==> src/rtl/pmme_pkg.sv <==
// shared types, action codes and command and status bundles of the pixel mask map engine
package pmme_pkg;

    // field widths of the stream items
    localparam int ACT_W  = 4;
    localparam int CHIP_W = 5;
    localparam int COL_W  = 6;
    localparam int ROW_W  = 7;

    // action codes
    localparam logic [ACT_W-1:0] ACT_SET_PIX   = 4'd0;
    localparam logic [ACT_W-1:0] ACT_CLR_PIX   = 4'd1;
    localparam logic [ACT_W-1:0] ACT_CLR_COL   = 4'd2;
    localparam logic [ACT_W-1:0] ACT_CLR_ROW   = 4'd3;
    localparam logic [ACT_W-1:0] ACT_CLR_CHIP  = 4'd4;
    localparam logic [ACT_W-1:0] ACT_FILL_CHIP = 4'd5;
    localparam logic [ACT_W-1:0] ACT_FILL_ALL  = 4'd6;
    localparam logic [ACT_W-1:0] ACT_Q_PIX     = 4'd7;
    localparam logic [ACT_W-1:0] ACT_Q_CHIP    = 4'd8;
    localparam logic [ACT_W-1:0] ACT_Q_DCOL    = 4'd9;
    localparam logic [ACT_W-1:0] ACT_Q_COL     = 4'd10;
    localparam logic [ACT_W-1:0] ACT_Q_COL_ALL = 4'd11;
    localparam logic [ACT_W-1:0] ACT_FIND      = 4'd12;

    // probe pixel of the find action and columns per double column
    localparam int PROBE_PIXEL     = 20;
    localparam int COLS_PER_DOUBLE = 2;

    // rows examined per step of the bit locator
    localparam int GRP_W = 16;

    // position codes for the column and chip pointers
    localparam logic [2:0] POS_ITEM   = 3'd0;  // item chip, item column
    localparam logic [2:0] POS_CHIP0  = 3'd1;  // item chip, column 0
    localparam logic [2:0] POS_CHIP1  = 3'd2;  // item chip, column 1
    localparam logic [2:0] POS_PROBE  = 3'd3;  // item chip, probe column
    localparam logic [2:0] POS_DCOL   = 3'd4;  // item chip, first column of double column
    localparam logic [2:0] POS_ORIGIN = 3'd5;  // chip 0, column 0
    localparam logic [2:0] POS_COLX   = 3'd6;  // chip 0, item column

    // write data selection
    localparam logic [1:0] WR_ZERO = 2'd0;
    localparam logic [1:0] WR_ONES = 2'd1;
    localparam logic [1:0] WR_SET  = 2'd2;
    localparam logic [1:0] WR_CLR  = 2'd3;

    // commands from controller to datapath
    typedef struct packed {
        logic       load;
        logic       pos_en;
        logic [2:0] pos_sel;
        logic       step_col;
        logic       step_chip;
        logic       step_flat;
        logic       rd;
        logic       wr;
        logic [1:0] wr_sel;
        logic       hit_set;
        logic       found_probe;
        logic       loc_ld;
        logic       found_scan;
        logic       out_load;
    } cmd_t;

    // status from datapath to controller
    typedef struct packed {
        logic [ACT_W-1:0] action;
        logic             err;
        logic             col_last;
        logic             chip_last;
        logic             scan_col_last;
        logic             dcol_last;
        logic             word_any;
        logic             pixel_bit;
        logic             probe_bit;
        logic             scan_any;
        logic             probe_on;
    } stat_t;

endpackage

==> src/rtl/pmme_ctrl.sv <==
// sequencer of the pixel mask map engine: handshakes and per-action step order
module pmme_ctrl
(
    input  logic              clk,
    input  logic              rst_n,
    input  logic              in_tvalid,
    output logic              in_tready,
    output logic              out_tvalid,
    input  logic              out_tready,
    input  pmme_pkg::stat_t   stat,
    output pmme_pkg::cmd_t    cmd
);
    import pmme_pkg::*;

    localparam logic [4:0] S_CLEAR     = 5'd0;
    localparam logic [4:0] S_IDLE      = 5'd1;
    localparam logic [4:0] S_DECODE    = 5'd2;
    localparam logic [4:0] S_RMW_RD    = 5'd3;
    localparam logic [4:0] S_RMW_WR    = 5'd4;
    localparam logic [4:0] S_WR_ONE    = 5'd5;
    localparam logic [4:0] S_ROW_RD    = 5'd6;
    localparam logic [4:0] S_ROW_WR    = 5'd7;
    localparam logic [4:0] S_FILL      = 5'd8;
    localparam logic [4:0] S_FILL_ALL  = 5'd9;
    localparam logic [4:0] S_Q_RD      = 5'd10;
    localparam logic [4:0] S_Q_CHK     = 5'd11;
    localparam logic [4:0] S_SCAN_RD   = 5'd12;
    localparam logic [4:0] S_SCAN_CHK  = 5'd13;
    localparam logic [4:0] S_PROBE_RD  = 5'd14;
    localparam logic [4:0] S_PROBE_CHK = 5'd15;
    localparam logic [4:0] S_FIND_RD   = 5'd16;
    localparam logic [4:0] S_FIND_CHK  = 5'd17;
    localparam logic [4:0] S_LOC       = 5'd18;
    localparam logic [4:0] S_FINISH    = 5'd19;

    logic [4:0] state_reg;
    logic [4:0] state_next;
    logic       out_valid_reg;
    logic       out_valid_next;
    logic       scan_last;
    logic       q_hit;

    assign in_tready  = (state_reg == S_IDLE);
    assign out_tvalid = out_valid_reg;

    // end of a query sweep and the hit test of single word queries
    always_comb
    begin
        case (stat.action)
            ACT_Q_CHIP: scan_last = stat.col_last;
            ACT_Q_DCOL: scan_last = stat.dcol_last;
            default:    scan_last = stat.chip_last;
        endcase
        q_hit = (stat.action == ACT_Q_PIX) ? stat.pixel_bit : stat.word_any;
    end

    // next state and commands
    always_comb
    begin
        state_next     = state_reg;
        out_valid_next = out_valid_reg;
        cmd            = '0;
        if (out_valid_reg && out_tready)
        begin
            out_valid_next = 1'b0;
        end
        case (state_reg)
            S_CLEAR:
            begin
                cmd.wr     = 1'b1;
                cmd.wr_sel = WR_ZERO;
                if (stat.col_last && stat.chip_last)
                begin
                    state_next = S_IDLE;
                end
                else
                begin
                    cmd.step_flat = 1'b1;
                end
            end
            S_IDLE:
            begin
                if (in_tvalid)
                begin
                    cmd.load   = 1'b1;
                    state_next = S_DECODE;
                end
            end
            S_DECODE:
            begin
                cmd.pos_en = 1'b1;
                if (stat.err)
                begin
                    cmd.pos_en = 1'b0;
                    state_next = S_FINISH;
                end
                else
                begin
                    case (stat.action)
                        ACT_SET_PIX, ACT_CLR_PIX:
                        begin
                            cmd.pos_sel = POS_ITEM;
                            state_next  = S_RMW_RD;
                        end
                        ACT_CLR_COL:
                        begin
                            cmd.pos_sel = POS_ITEM;
                            state_next  = S_WR_ONE;
                        end
                        ACT_CLR_ROW:
                        begin
                            cmd.pos_sel = POS_CHIP0;
                            state_next  = S_ROW_RD;
                        end
                        ACT_CLR_CHIP, ACT_FILL_CHIP:
                        begin
                            cmd.pos_sel = POS_CHIP0;
                            state_next  = S_FILL;
                        end
                        ACT_FILL_ALL:
                        begin
                            cmd.pos_sel = POS_ORIGIN;
                            state_next  = S_FILL_ALL;
                        end
                        ACT_Q_PIX, ACT_Q_COL:
                        begin
                            cmd.pos_sel = POS_ITEM;
                            state_next  = S_Q_RD;
                        end
                        ACT_Q_CHIP:
                        begin
                            cmd.pos_sel = POS_CHIP0;
                            state_next  = S_SCAN_RD;
                        end
                        ACT_Q_DCOL:
                        begin
                            cmd.pos_sel = POS_DCOL;
                            state_next  = S_SCAN_RD;
                        end
                        ACT_Q_COL_ALL:
                        begin
                            cmd.pos_sel = POS_COLX;
                            state_next  = S_SCAN_RD;
                        end
                        ACT_FIND:
                        begin
                            if (stat.probe_on)
                            begin
                                cmd.pos_sel = POS_PROBE;
                                state_next  = S_PROBE_RD;
                            end
                            else
                            begin
                                cmd.pos_sel = POS_CHIP1;
                                state_next  = S_FIND_RD;
                            end
                        end
                        default:
                        begin
                            cmd.pos_en = 1'b0;
                            state_next = S_FINISH;
                        end
                    endcase
                end
            end
            S_RMW_RD:
            begin
                cmd.rd     = 1'b1;
                state_next = S_RMW_WR;
            end
            S_RMW_WR:
            begin
                cmd.wr     = 1'b1;
                cmd.wr_sel = (stat.action == ACT_SET_PIX) ? WR_SET : WR_CLR;
                state_next = S_FINISH;
            end
            S_WR_ONE:
            begin
                cmd.wr     = 1'b1;
                cmd.wr_sel = WR_ZERO;
                state_next = S_FINISH;
            end
            S_ROW_RD:
            begin
                cmd.rd     = 1'b1;
                state_next = S_ROW_WR;
            end
            S_ROW_WR:
            begin
                cmd.wr     = 1'b1;
                cmd.wr_sel = WR_CLR;
                if (stat.col_last)
                begin
                    state_next = S_FINISH;
                end
                else
                begin
                    cmd.step_col = 1'b1;
                    state_next   = S_ROW_RD;
                end
            end
            S_FILL:
            begin
                cmd.wr     = 1'b1;
                cmd.wr_sel = (stat.action == ACT_FILL_CHIP) ? WR_ONES : WR_ZERO;
                if (stat.col_last)
                begin
                    state_next = S_FINISH;
                end
                else
                begin
                    cmd.step_col = 1'b1;
                end
            end
            S_FILL_ALL:
            begin
                cmd.wr     = 1'b1;
                cmd.wr_sel = WR_ONES;
                if (stat.col_last && stat.chip_last)
                begin
                    state_next = S_FINISH;
                end
                else
                begin
                    cmd.step_flat = 1'b1;
                end
            end
            S_Q_RD:
            begin
                cmd.rd     = 1'b1;
                state_next = S_Q_CHK;
            end
            S_Q_CHK:
            begin
                cmd.hit_set = q_hit;
                state_next  = S_FINISH;
            end
            S_SCAN_RD:
            begin
                cmd.rd     = 1'b1;
                state_next = S_SCAN_CHK;
            end
            S_SCAN_CHK:
            begin
                if (stat.word_any)
                begin
                    cmd.hit_set = 1'b1;
                    state_next  = S_FINISH;
                end
                else if (scan_last)
                begin
                    state_next = S_FINISH;
                end
                else
                begin
                    cmd.step_chip = (stat.action == ACT_Q_COL_ALL);
                    cmd.step_col  = (stat.action != ACT_Q_COL_ALL);
                    state_next    = S_SCAN_RD;
                end
            end
            S_PROBE_RD:
            begin
                cmd.rd     = 1'b1;
                state_next = S_PROBE_CHK;
            end
            S_PROBE_CHK:
            begin
                if (stat.probe_bit)
                begin
                    cmd.found_probe = 1'b1;
                    state_next      = S_FINISH;
                end
                else
                begin
                    cmd.pos_en  = 1'b1;
                    cmd.pos_sel = POS_CHIP1;
                    state_next  = S_FIND_RD;
                end
            end
            S_FIND_RD:
            begin
                cmd.rd     = 1'b1;
                state_next = S_FIND_CHK;
            end
            S_FIND_CHK:
            begin
                cmd.loc_ld = 1'b1;
                if (stat.scan_any)
                begin
                    state_next = S_LOC;
                end
                else if (stat.scan_col_last)
                begin
                    state_next = S_FINISH;
                end
                else
                begin
                    cmd.step_col = 1'b1;
                    state_next   = S_FIND_RD;
                end
            end
            S_LOC:
            begin
                cmd.found_scan = 1'b1;
                state_next     = S_FINISH;
            end
            S_FINISH:
            begin
                if (!out_valid_reg || out_tready)
                begin
                    cmd.out_load   = 1'b1;
                    out_valid_next = 1'b1;
                    state_next     = S_IDLE;
                end
            end
            default:
            begin
                state_next = S_IDLE;
            end
        endcase
    end

    // state and result valid registers
    always_ff @(posedge clk or negedge rst_n)
    begin
        if (!rst_n)
        begin
            state_reg     <= S_CLEAR;
            out_valid_reg <= 1'b0;
        end
        else
        begin
            state_reg     <= state_next;
            out_valid_reg <= out_valid_next;
        end
    end

    // memory port is used for one access at a time
    assert property (@(posedge clk) disable iff (!rst_n) !(cmd.rd && cmd.wr))
        else $error("read and write issued together");

    // no store write while a new item can be taken
    assert property (@(posedge clk) disable iff (!rst_n) cmd.wr |-> !in_tready)
        else $error("store written while idle");

    // result register is never overwritten before its transfer
    assert property (@(posedge clk) disable iff (!rst_n)
        cmd.out_load |-> (!out_valid_reg || out_tready))
        else $error("pending result overwritten");

    // an accepted item is decoded in the next cycle
    assert property (@(posedge clk) disable iff (!rst_n)
        (in_tvalid && in_tready) |=> (state_reg == S_DECODE))
        else $error("accepted item not decoded");

    // a result is loaded only from the finish step
    assert property (@(posedge clk) disable iff (!rst_n)
        $rose(out_valid_reg) |-> ($past(state_reg) == S_FINISH))
        else $error("result raised outside finish step");

endmodule

==> config.mk <==
export PLATFORM = sky130hd
export DESIGN_NAME = pmme_ctrl
export DESIGN_NICKNAME = d
export VERILOG_FILES = /design/src/rtl/pmme_pkg.sv /design/src/rtl/pmme_ctrl.sv
export SDC_FILE = /design/constraint.sdc
export NUM_CORES = 1
export LEC_CHECK = 0
export BUFFER_PORTS_ARGS = -buffer_cell sky130_fd_sc_hd__buf_2
export CAP_MARGIN = 10
export CELL_PAD_IN_SITES_DETAIL_PLACEMENT = 0
export CELL_PAD_IN_SITES_GLOBAL_PLACEMENT = 1
export CORE_MARGIN = 10
export CORE_UTILIZATION = 38
export CTS_BUF_LIST = sky130_fd_sc_hd__clkbuf_8
export CTS_CLUSTER_DIAMETER = 200
export DETAILED_ROUTE_END_ITERATION = 16
export PLACE_DENSITY = 0.85
export SLEW_MARGIN = 15
export SYNTH_ARGS = -nofsm -noshare
export SYNTH_HDL_FRONTEND = slang
export SYNTH_SLANG_ARGS = --single-unit
==> constraint.sdc <==
create_clock -name clk -period 3.3 [get_ports clk]
set_input_delay 0.165 -clock clk [delete_from_list [all_inputs] [get_ports clk]]
set_output_delay 0.165 -clock clk [all_outputs]
set_load 0.01 [all_outputs]
==> impl_metrics.json, run 1 <==
{
  "drv_slew": 0,
  "antenna_cells": 0,
  "cts_resized": 0,
  "intPower_mw": 0.4018,
  "drc": 0,
  "syn_area_um2": 1094,
  "tns_ns": 0,
  "drt-initial-drc-count": 132,
  "outcome": "finished clean",
  "yosysMostFrequentCell": "nor2_1",
  "grt_pass1_vias": 1309,
  "wl_um": 3941,
  "place_congestion": 0.9568,
  "synth_top_area_share_pct": 13.73,
  "multi_input_area_um2": 839.6,
  "syn_avg_cell_area_um2": 6.358,
  "path_max_fanout": 19,
  "nNetsFinal": 218,
  "start_util_pct": 39.66,
  "arrival_ns": 2.32,
  "htreeDepth": 1,
  "grt_use_met3_pct": 3.903,
  "async_flop_share_pct": 100.0,
  "root_buffer": "clkbuf_8",
  "wire_per_inst_um": 17.21,
  "fin_crit_sh_pct": 75.24,
  "yosysSeqAreaShare_pct": 13.73,
  "grt.met1_usage_pct": 19.60,
  "ys_ff_latch": 6,
  "vias_per_cell": 6.057,
  "largest_reg_flops": 5,
  "yosys_warnings": 0,
  "power_density_nw_per_um2": 653.6,
  "ff_latch_area_um2": 150.1,
  "syn_inst": 172,
  "min_path_type": "in2async",
  "port_buffers": 36,
  "ys.flop_type": "dfrtp_1",
  "fp.coreArea_um2": 2758,
  "syn_nets": 190,
  "cts_buffers": 3,
  "required_ns": 3.13,
  "clockBufferDepth": 2,
  "final_area_um2": 1294,
  "drv_cap": 0,
  "switchingPower_mw": 0.4438,
  "r2r-start": "state_reg[3]",
  "finalSetupViolations": 0,
  "r2r_end": "state_reg[0]",
  "fill_cells": 307,
  "dieHeight_um": 73.65,
  "clockPowerShare_pct": 13.1,
  "p_comb_share_pct": 63.6,
  "startpoint": "state_reg[1]",
  "period_needed_ns": 2.483,
  "dr.pass1.iters": 4,
  "clkSlewWorstSetupHoldPaths_ns": 0.04,
  "reg2reg_setup_slack_ns": 1.07,
  "met2_usage_pct": 21.40,
  "p_sw_share_pct": 52.48,
  "grt_max_degree": 23,
  "ios": 37,
  "drive_gt1_share_pct": 21.21,
  "num_vias": 1387,
  "die_area_um2": 5424,
  "clkLatencyLatePin_ns": 0.22,
  "synth_top_area_cell": "dfrtp_1",
  "syn2layout_area_growth_pct": 18.31,
  "antenna_found_initial": 0,
  "clock_skew_ns": 0.0004015,
  "p_seq_share_pct": 23.3,
  "reg2regPathDepth": 5,
  "place_ws_ns": 1.105,
  "overflow": 0,
  "rsz0062_at_grt": "no",
  "peakVddDrop_mv": 0.4682,
  "cp-endpoint": "cmd[11]",
  "grt_pass1_wl_um": 6527,
  "end_kind": "output port",
  "row_count": 19,
  "post_dp_cell_area_um2": 1242,
  "cts_tree": "built",
  "setup_slack_ns": 0.8171,
  "dp_hpwl_um": 3003,
  "fmax_mhz": 402.8,
  "relSlewSlack_pct": 59.41,
  "cts.sinks": 6,
  "ant_nets": 0,
  "synthTopCellsByCount": "nor2_1 (24), a21oi_1 (14), o21ai_0 (14)",
  "cp-start-kind": "flip-flop",
  "hold_viol_final": 0,
  "synth_cell_types": 47,
  "synth.top_cells.by_area": "dfrtp_1 (14%), nor2_1 (8.2%), a21oi_1 (6.4%), o21ai_0 (6.4%), nor2b_1 (5.7%)",
  "fp.dieW_um": 73.65,
  "grt_usage_pct": 14.66,
  "p_leak_nw": 0.5898,
  "critPathKind": "reg2out",
  "synth_edf_count": 0,
  "worst_slew_pin_slew_ns": 0.6089,
  "grt.busiest_layer": "met2",
  "total_power_mw": 0.8456
}
critical path, cell delays in order, from the launching register on:
cell and delay [ns]:
dfrtp_1 0.57, nand2b_1 0.33, or3_1 0.41, nand3b_1 0.27, a31oi_1 0.24, a221o_1 0.13, buf_2 0.12
cells by family after synthesis:
group                     share of synthesized area, %
DFF                                              13.73
muxes                                            1.831
and+or+nand+nor                                  41.54
AOI/OAI and AO/OA                                32.61
buffers and inverters                            9.496
xor gates and xnor gates                        0.8011
power by group through the flow:
stage	logic, mW	registers [mW]	clock network, mW
5_1_grt	0.611	0.207	0.114
6_report	0.537	0.197	0.111
3_5_place_dp	0.530	0.195	0
3_3_place_gp	0.529	0.190	0
4_1_cts	0.537	0.194	0.111
2_1_floorplan	0.464	0.114	0
metal layers:
metal | up-vias | routed length (um)
li1 | 680 | -
met1 | 622 | 1695
met2 | 74 | 1759
met3 | 11 | 401
met4 | 0 | 85
met5 | - | 0
how the worst min path moves through the flow:
stage                      from          to  slack [ns]  cells after the start
after floorplan           rst_n  out_tvalid       -0.13                      0
after global placement    rst_n  out_tvalid      -0.007                      1
after detailed placement  rst_n  out_tvalid      -0.004                      1
after CTS                 rst_n  out_tvalid        0.31                      2
after global routing      rst_n  out_tvalid        0.33                      2
final                     rst_n  out_tvalid        0.31                      2
area by class of cell:
cell class,count,share of cell area (%)
Tap cell,31,2.998
Sequential cell,6,11.61
Inverter,9,2.611
Clock buffer,3,3.191
Multi-Input combinational cell,143,64.89
Timing Repair Buffer,37,14.70
through the flow:
step / util [%] / hold WS [ns] / instances
after floorplan: - / -0.1306 / 172
after global placement: 45.05 / -0.006579 / 225
after detailed placement: 45.05 / -0.003725 / 225
after CTS: 46.91 / 0.3055 / 229
after global routing: 46.91 / 0.3276 / 229
final: 46.91 / 0.3101 / 229
placed cells by master, fill, tap and decap left out, types with 4 or more instances in the layout:
cell / n
inv_1: 9
a21oi_1: 14
dfrtp_1: 6
nor3_1: 9
a22oi_1: 4
nor2_1: 24
nand2_1: 12
buf_2: 36
nor2b_1: 10
o21ai_0: 14
and2_1: 5
a31oi_1: 5
nand2b_1: 5
repair_timing:
item | CTS | global route
hold buffers | 1 | 0
endpoints found under the hold margin | 6 | 0
setup buffers | 0 | 0
Power figures use the tool's default switching activity.
==> run 2: changes to the inputs <==
--- a/config.mk
+++ b/config.mk
@@ -10,11 +10,11 @@
 export CELL_PAD_IN_SITES_DETAIL_PLACEMENT = 0
 export CELL_PAD_IN_SITES_GLOBAL_PLACEMENT = 1
 export CORE_MARGIN = 10
-export CORE_UTILIZATION = 38
+export CORE_UTILIZATION = 35
 export CTS_BUF_LIST = sky130_fd_sc_hd__clkbuf_8
 export CTS_CLUSTER_DIAMETER = 200
 export DETAILED_ROUTE_END_ITERATION = 16
-export PLACE_DENSITY = 0.85
+export PLACE_DENSITY = 0.79
 export SLEW_MARGIN = 15
 export SYNTH_ARGS = -nofsm -noshare
 export SYNTH_HDL_FRONTEND = slang
==> constraint.sdc (replaced) <==
create_clock -name clk -period 2.35 [get_ports clk]
set_input_delay 0.1175 -clock clk [delete_from_list [all_inputs] [get_ports clk]]
set_output_delay 0.1175 -clock clk [all_outputs]
set_load 0.01 [all_outputs]
==> impl_metrics.json, run 2 (same netlist as run 1, synthesis figures left out) <==
{
  "die_area_um2": 5760,
  "nNetsFinal": 224,
  "antenna_found_initial": 0,
  "start_util_pct": 36.12,
  "ant_nets": 0,
  "clkSlewWorstSetupHoldPaths_ns": 0.04,
  "vias_per_cell": 5.613,
  "wl_um": 3791,
  "end_kind": "output port",
  "num_vias": 1392,
  "syn2layout_area_growth_pct": 24.03,
  "outcome": "finished clean",
  "grt_max_degree": 16,
  "clock_skew_ns": 0.003943,
  "grt_pass1_wl_um": 6223,
  "drc": 0,
  "total_power_mw": 1.233,
  "final_area_um2": 1356,
  "drv_cap": 0,
  "relSlewSlack_pct": 68.79,
  "fin_crit_sh_pct": 93.84,
  "wire_per_inst_um": 15.29,
  "required_ns": 2.23,
  "dr.pass1.iters": 4,
  "grt_usage_pct": 13.33,
  "ios": 37,
  "cp-start-kind": "flip-flop",
  "post_dp_cell_area_um2": 1304,
  "cts_tree": "built",
  "fp.dieW_um": 75.90,
  "period_needed_ns": 2.205,
  "worst_slew_pin_slew_ns": 0.4639,
  "htreeDepth": 1,
  "p_leak_nw": 0.6198,
  "clockBufferDepth": 2,
  "rsz0062_at_grt": "no",
  "fmax_mhz": 453.5,
  "path_max_fanout": 10,
  "largest_reg_flops": 5,
  "overflow": 0,
  "min_path_type": "in2async",
  "dp_hpwl_um": 3042,
  "dieHeight_um": 75.90,
  "finalSetupViolations": 0,
  "clkLatencyLatePin_ns": 0.22,
  "final_common_cell": "buf_2",
  "layout_common_cells": "buf_2 (36), nor2_1 (24), a21oi_1 (14), o21ai_0 (14), nand2_1 (12)",
  "arrival_ns": 2.09,
  "drive_gt1_share_pct": 24.02,
  "tns_ns": 0,
  "drv_slew": 0,
  "place_congestion": 0.9215,
  "root_buffer": "clkbuf_8",
  "antenna_cells": 0,
  "peakVddDrop_mv": 0.2996,
  "fp.coreArea_um2": 3028,
  "hold_viol_final": 0,
  "critPathKind": "reg2out",
  "grt_pass1_vias": 1274,
  "cts_buffers": 3,
  "row_count": 20,
  "port_buffers": 36,
  "drt-initial-drc-count": 80,
  "cts.sinks": 6,
  "power_density_nw_per_um2": 909.0
}
run 2: critical path, cell delays in order (launching register included):
cell      delay, ns
dfrtp_1        0.56
nand2_1        0.15
or3_1          0.40
nand3b_1       0.25
a31oi_1        0.24
a221o_1        0.13
buf_2          0.12
run 2: cell type report:
type                            instances  area [um^2]
Clock buffer                            3        41.29
Timing Repair Buffer                   43        235.2
Sequential cell                         6        151.4
Multi-Input combinational cell        143        839.6
Inverter                                9        33.78
Fill cell                             329         1672
Tap cell                               44        55.05
run 2: path summary, 6_finish.rpt:
kind	end	slack, ns	start	depth (start not counted)
setup / recovery	cmd[11]	0.14	state_reg[3]	6
hold / removal	state_reg[1]	0.24	rst_n	2
setup reg to reg	state_reg[0]	0.30	state_reg[4]	5
hold reg to reg	out_tvalid	0.60	out_tvalid	2
max in group asynchronous	state_reg[0]	1.95	rst_n	2
min in group clk	out_tvalid	0.33	out_tready	3
run 2: timing repair:
item                       CTS  global route
hold endpoints to repair     6             0
buffers inserted             0             0
setup endpoints to repair    0             2
resized for setup            0             1
hold buffers                 1             0
run 2: metal layers:
| metal | vias up | GRT usage (%) | wire [um] | part of all wire (%) |
|---|---|---|---|---|
| met2 | 63 | 19.91 | 1703 | 45 |
| met3 | 4 | 3.255 | 344 | 9.1 |
| met1 | 635 | 19.02 | 1713 | 45 |
| li1 | 690 | - | - | - |
| met5 | - | 0 | 0 | 0 |
| met4 | 0 | 1.856 | 30 | 0.79 |
run 2: power breakdown:
group,internal [mW],total [mW],switching (mW)
Sequential,0.141,0.251,0.111
Combinational,0.360,0.829,0.469
Clock,0.110,0.153,0.0427
Total,0.611,1.23,0.622
run 2: metrics by stage:
step / utilization (%) / setup WS [ns] / hold slack (ns) / std cells
6_report: 44.79 / 0.1448 / 0.2446 / 248
5_1_grt: 44.79 / 0.05435 / 0.2720 / 248
4_1_cts: 44.75 / 0.1239 / 0.2566 / 248
3_5_place_dp: 43.06 / 0.3611 / -0.05492 / 244
3_3_place_gp: 43.06 / 0.4311 / -0.05717 / 244
2_1_floorplan: - / 0.6244 / -0.1781 / 172
